`config.mk`:
```
export PLATFORM = sky130hd
export DESIGN_NAME = lbs_mul
export DESIGN_NICKNAME = d
export VERILOG_FILES = /design/src/rtl/core/assert_macros.svh /design/src/rtl/core/lbs_pkg.sv /design/src/rtl/core/lbs_mul.sv
export SDC_FILE = /design/constraint.sdc
export NUM_CORES = 2
export LEC_CHECK = 0
export BUFFER_PORTS_ARGS = -buffer_cell sky130_fd_sc_hd__buf_2
export CORE_ASPECT_RATIO = 0.8
export CORE_MARGIN = 4
export CORE_UTILIZATION = 36
export CTS_CLUSTER_SIZE = 16
export DETAILED_ROUTE_END_ITERATION = 16
export MAX_ROUTING_LAYER = met4
export PLACE_DENSITY = 0.54
export SLEW_MARGIN = 20
export SYNTH_ARGS = -nofsm -noshare
export SYNTH_HDL_FRONTEND = slang
export SYNTH_SLANG_ARGS = --single-unit
```
`constraint.sdc`:
```
create_clock -name clk -period 10.2 [get_ports clk]
set_input_delay 0.51 -clock clk [delete_from_list [all_inputs] [get_ports clk]]
set_output_delay 0.51 -clock clk [all_outputs]
set_load 0.05 [all_outputs]
```
`src/rtl/core/assert_macros.svh`:
```
// Assertion macros shared by the skinning core RTL.
// Depends on a clk and an active-low rst_n in the scope that uses them.
`ifndef ASSERT_MACROS_SVH
`define ASSERT_MACROS_SVH

// Same-cycle implication, disabled during reset
`define ASSERT_IMPLIES(lbl, ante, cons) \
  lbl: assert property (@(posedge clk) disable iff (!rst_n) (ante) |-> (cons)) \
    else $error("same-cycle implication violated");

// Next-cycle implication, disabled during reset
`define ASSERT_NEXT(lbl, ante, cons) \
  lbl: assert property (@(posedge clk) disable iff (!rst_n) (ante) |=> (cons)) \
    else $error("next-cycle implication violated");

`endif

```
`src/rtl/core/lbs_pkg.sv`:
```
// Shared types, widths and codes for the 2D linear blend skinning core.
// No dependencies; used by lbs_mul and the core top level.
`timescale 1ns / 1ps

package lbs_pkg;

  // Field widths
  localparam int DATA_W   = 32;
  localparam int WEIGHT_W = 16;
  localparam int OP_W     = 2;
  localparam int BONE_W   = 8;
  localparam int COUNT_W  = 9;

  // Configuration port
  localparam int CFG_AW = 3;
  localparam int CFG_DW = 32;
  localparam logic REG_BONE_COUNT = 1'b0;

  // Bone table depth default
  localparam int MAX_BONES_DEF = 256;

  // Datapath widths
  localparam int FRAC_W = 16;   // Q16.16 fraction bits
  localparam int WFRAC_W = 15;  // Q1.15 weight fraction bits
  localparam int XF_W   = 49;   // transformed coordinate, below 2^48 in magnitude
  localparam int LO_W   = 24;   // low split of a transformed coordinate
  localparam int ACC_W  = 64;   // running sums and weighted products
  localparam int MUL_W  = 33;   // shared multiplier operand width
  localparam int PROD_W = 66;   // shared multiplier product width

  localparam logic [WEIGHT_W-1:0] WEIGHT_ONE = 16'd32768;
  localparam logic signed [ACC_W-1:0] SUM_LIMIT = 64'sh4000_0000_0000_0000;

  // Multiply sequence
  localparam int STEP_W = 4;
  localparam logic [STEP_W-1:0] STEP_RIGID_END = 4'd4;
  localparam logic [STEP_W-1:0] STEP_TERM_END  = 4'd8;

  typedef enum logic [OP_W-1:0] {
    OP_LOAD  = 2'd0,
    OP_TERM  = 2'd1,
    OP_RIGID = 2'd2,
    OP_NONE  = 2'd3
  } op_t;

  typedef enum logic [3:0] {
    ST_IDLE = 4'b0001,
    ST_MUL  = 4'b0010,
    ST_ACC  = 4'b0100,
    ST_EMIT = 4'b1000
  } state_t;

  // One bone table entry as stored in memory
  typedef struct packed {
    logic signed [DATA_W-1:0] xx;
    logic signed [DATA_W-1:0] xy;
    logic signed [DATA_W-1:0] yx;
    logic signed [DATA_W-1:0] yy;
    logic signed [DATA_W-1:0] sx;
    logic signed [DATA_W-1:0] sy;
  } bone_t;

endpackage

```
`src/rtl/core/lbs_mul.sv`:
```
// Shared signed multiplier with a registered product.
// Depends on lbs_pkg for operand and product widths.
`timescale 1ns / 1ps

module lbs_mul (
  input  logic                                clk,
  input  logic signed [lbs_pkg::MUL_W-1:0]    op_a,
  input  logic signed [lbs_pkg::MUL_W-1:0]    op_b,
  output logic signed [lbs_pkg::PROD_W-1:0]   prod_r
);

  logic signed [lbs_pkg::PROD_W-1:0] prod_nxt;

  // Full-width signed product
  assign prod_nxt = lbs_pkg::PROD_W'(op_a) * lbs_pkg::PROD_W'(op_b);

  // Register the product before any use
  always_ff @(posedge clk) begin
    prod_r <= prod_nxt;
  end

endmodule

```
==> impl_results.md <==
* Status: finished clean
* Sequential cell area fraction in the yosys report at 0.0327
* Register bit count reported by yosys at 66
* Layout cells sized above 1 at 0.0454
* Post-synth ARST share at 0
* Total CTS buffers at 9
* Routed wire length at 121000 µm
* CP Data Arrival Time at 8.51 ns
* EDFF count, synth at 0
* Max H-tree Level at 3
* Routed len/inst at between 20 and 25 µm
* Buf/Inv on CP at 7
* DR pass1 iterations at 5
* Fin. Hold Viols at 0
* Worst-Margin Slew at between 1 and 1.5 ns
* Vias in the first global route at ~30k
* Buffers on Ports at 132
* Multi-input logic area at roughly 34000 µm²
* Synth warnings at 0
* Period utilization at 0.810
* Area Overhead vs Synth at 5.36%
* # clock sinks at 66
* Syn Area/Cell at approximately 9.4 µm²
* Die W at ~380 µm
* DRC violations left at 0
* Post-CTS resize count at 0
* Most used cell, CP: fa_1
* Initial antenna violation count at 11
* Slowest cell on the critical path: buf_2
* Final nets at ~5.7k
* Fmax at approximately 120 MHz
* Layout fillers at roughly 11k
* Final HPWL DP at a little under 100000 µm
* CP max FO at 33
* Die extent in y at roughly 300 µm
* Vias per inst at roughly 4.8
* CTS Hold Bufs at 0
* Initial Utilization at 0.364
* Root buf cell: clkbuf_16
* Crit. End Element: register
* Synthesized Nets at 5731
* FP Rows at approximately 110
* Largest reg by FF count: prod_r
* Worst setup SP type: input pin
* Worst hold endpoint: prod_r[0]
* Post-CTS Setup Inserts at 0
* Iter 0 DRT Violations at ~2.2k
* Max FFs per register at 66
* Worst Setup SP: op_a[8]
* Largest buffer count on any clock path at 2
* Final sum of negative setup slack at 0 ns
* Mapped Cells at 4302
* Via count at around 28k
* Ports at around 130
* Synth cell types at 61
* Register area at around 1300 µm²
* Crit-path leading delay family: adder cells
* RSZ-0062 raised after global routing: no
* Hold Crit Start: op_b[0]
* Gr usage total at 0.224
* Relative slew slack at 0.272
* Clock Pin Slew Worst Setup and Hold Paths at around 0.070 ns
* Endpoints failing setup at 0
* Slew Limit Fails at 0
* Largest net degree at the start of global routing at 34
* CTS tree: done
* Total core area at roughly 110000 µm²
* Grt ovf at 0
* Final min period at roughly 8.3 ns
* WP data required at ~10 ns
* DIE AREA at between 100000 and 150000 µm²
* Setup CP Type: in2reg
* MaxCap Viol Count at 0
* Global-route wire length before repair at 194000 µm
* Synthesized area at approximately 40000 µm²
* Largest regs: prod_r x66
* Routability Congestion at 0.875
* Tightest Hold Check Type: in2reg
* Largest stage delay on the critical path at between 0.7 and 0.8 ns
* Main flop type after synthesis: dfxtp_1
* Hold Path Cell Cnt at 2
* Final ANT Viol Nets at 0
per-stage QoR:
step                      hold WS [ns]  cell area [µm²]  utilization  instances  setup WS (ns)
after floorplan                  0.637            40400            -       4302           2.47
after global placement           0.979            42200        0.381       5735           1.48
after detailed placement         0.981            42200        0.381       5735           1.46
after CTS                        0.716            42500        0.383       5749           1.81
after global routing             0.738            42500        0.384       5756           1.43
final                            0.732            42500        0.384       5758           1.94
cell families after synthesis:
logic type / share of synthesized area
xor+xnor: 0.0163
fa+ha+maj: 0.635
compound gates: 0.0360
simple gates: 0.154
flops: 0.0327
buf+inv: 0.126
final cells by class:
cell class | count | share of cell area
Sequential cell | 66 | 0.0311
Clock inverter | 3 | 0.000412
Inverter | 1133 | 0.100
Tap cell | 1498 | 0.0441
Clock buffer | 11 | 0.00571
Antenna cell | 9 | 0.000530
Multi-Input combinational cell | 2882 | 0.798
Timing Repair Buffer | 156 | 0.0198
per-layer routing:
metal	vias up	track usage	share of wire
met5	-	-	0
met4	0	0.0250	0.0086
met3	42	0.0552	0.10
met2	991	0.284	0.38
met1	14636	0.362	0.51
li1	12081	-	-
synth_stat cells, types with 18 or more instances:
cell      number  area, µm²
a21o_1        28        210
o21ai_0       37        185
a21oi_1       73        365
nand2_1      543       2040
fa_1        1145      22900
ha_1         217       2720
nor2_1        47        176
xor2_1        20        175
clkbuf_1     220        826
dfxtp_1       66       1320
and2_1       562       3520
inv_1       1133       4250
nand3_1       18       90.1
xnor2_1       55        482
cell usage in the layout (no fill, tap or decap), types with 4 or more instances in the layout:
master        n
nand2_1     543
o21bai_1      8
a31oi_1       9
fa_1       1144
or2_2         4
nand4_1       9
and2_1      562
a21oi_1      73
a211oi_2      4
buf_2       132
a211oi_1      5
and4_1        7
inv_1      1132
and3_1        7
o21ai_1       5
nor3_1        7
xnor2_1      55
nor2_1       47
a21o_1       28
nor4_1        5
ha_1        217
o211ai_1      7
diode_2       9
buf_4        24
xor2_1       20
dfxtp_1      66
o21a_1        7
nand2b_1      9
nand3_1      18
clkbuf_16     9
o21ai_0      37
how the worst max path moves through the flow:
stage,depth (start not counted),endpoint,slack [ns]
3_5_place_dp,23,prod_r[59],1.46
4_1_cts,23,prod_r[59],1.81
2_1_floorplan,22,prod_r[65],2.47
5_1_grt,23,prod_r[65],1.43
3_3_place_gp,23,prod_r[59],1.48
6_report,26,prod_r[62],1.94
Power is left out: the tool's default activity adds up to more than one toggle a clock period on the data nets, which glitch-free logic cannot reach.
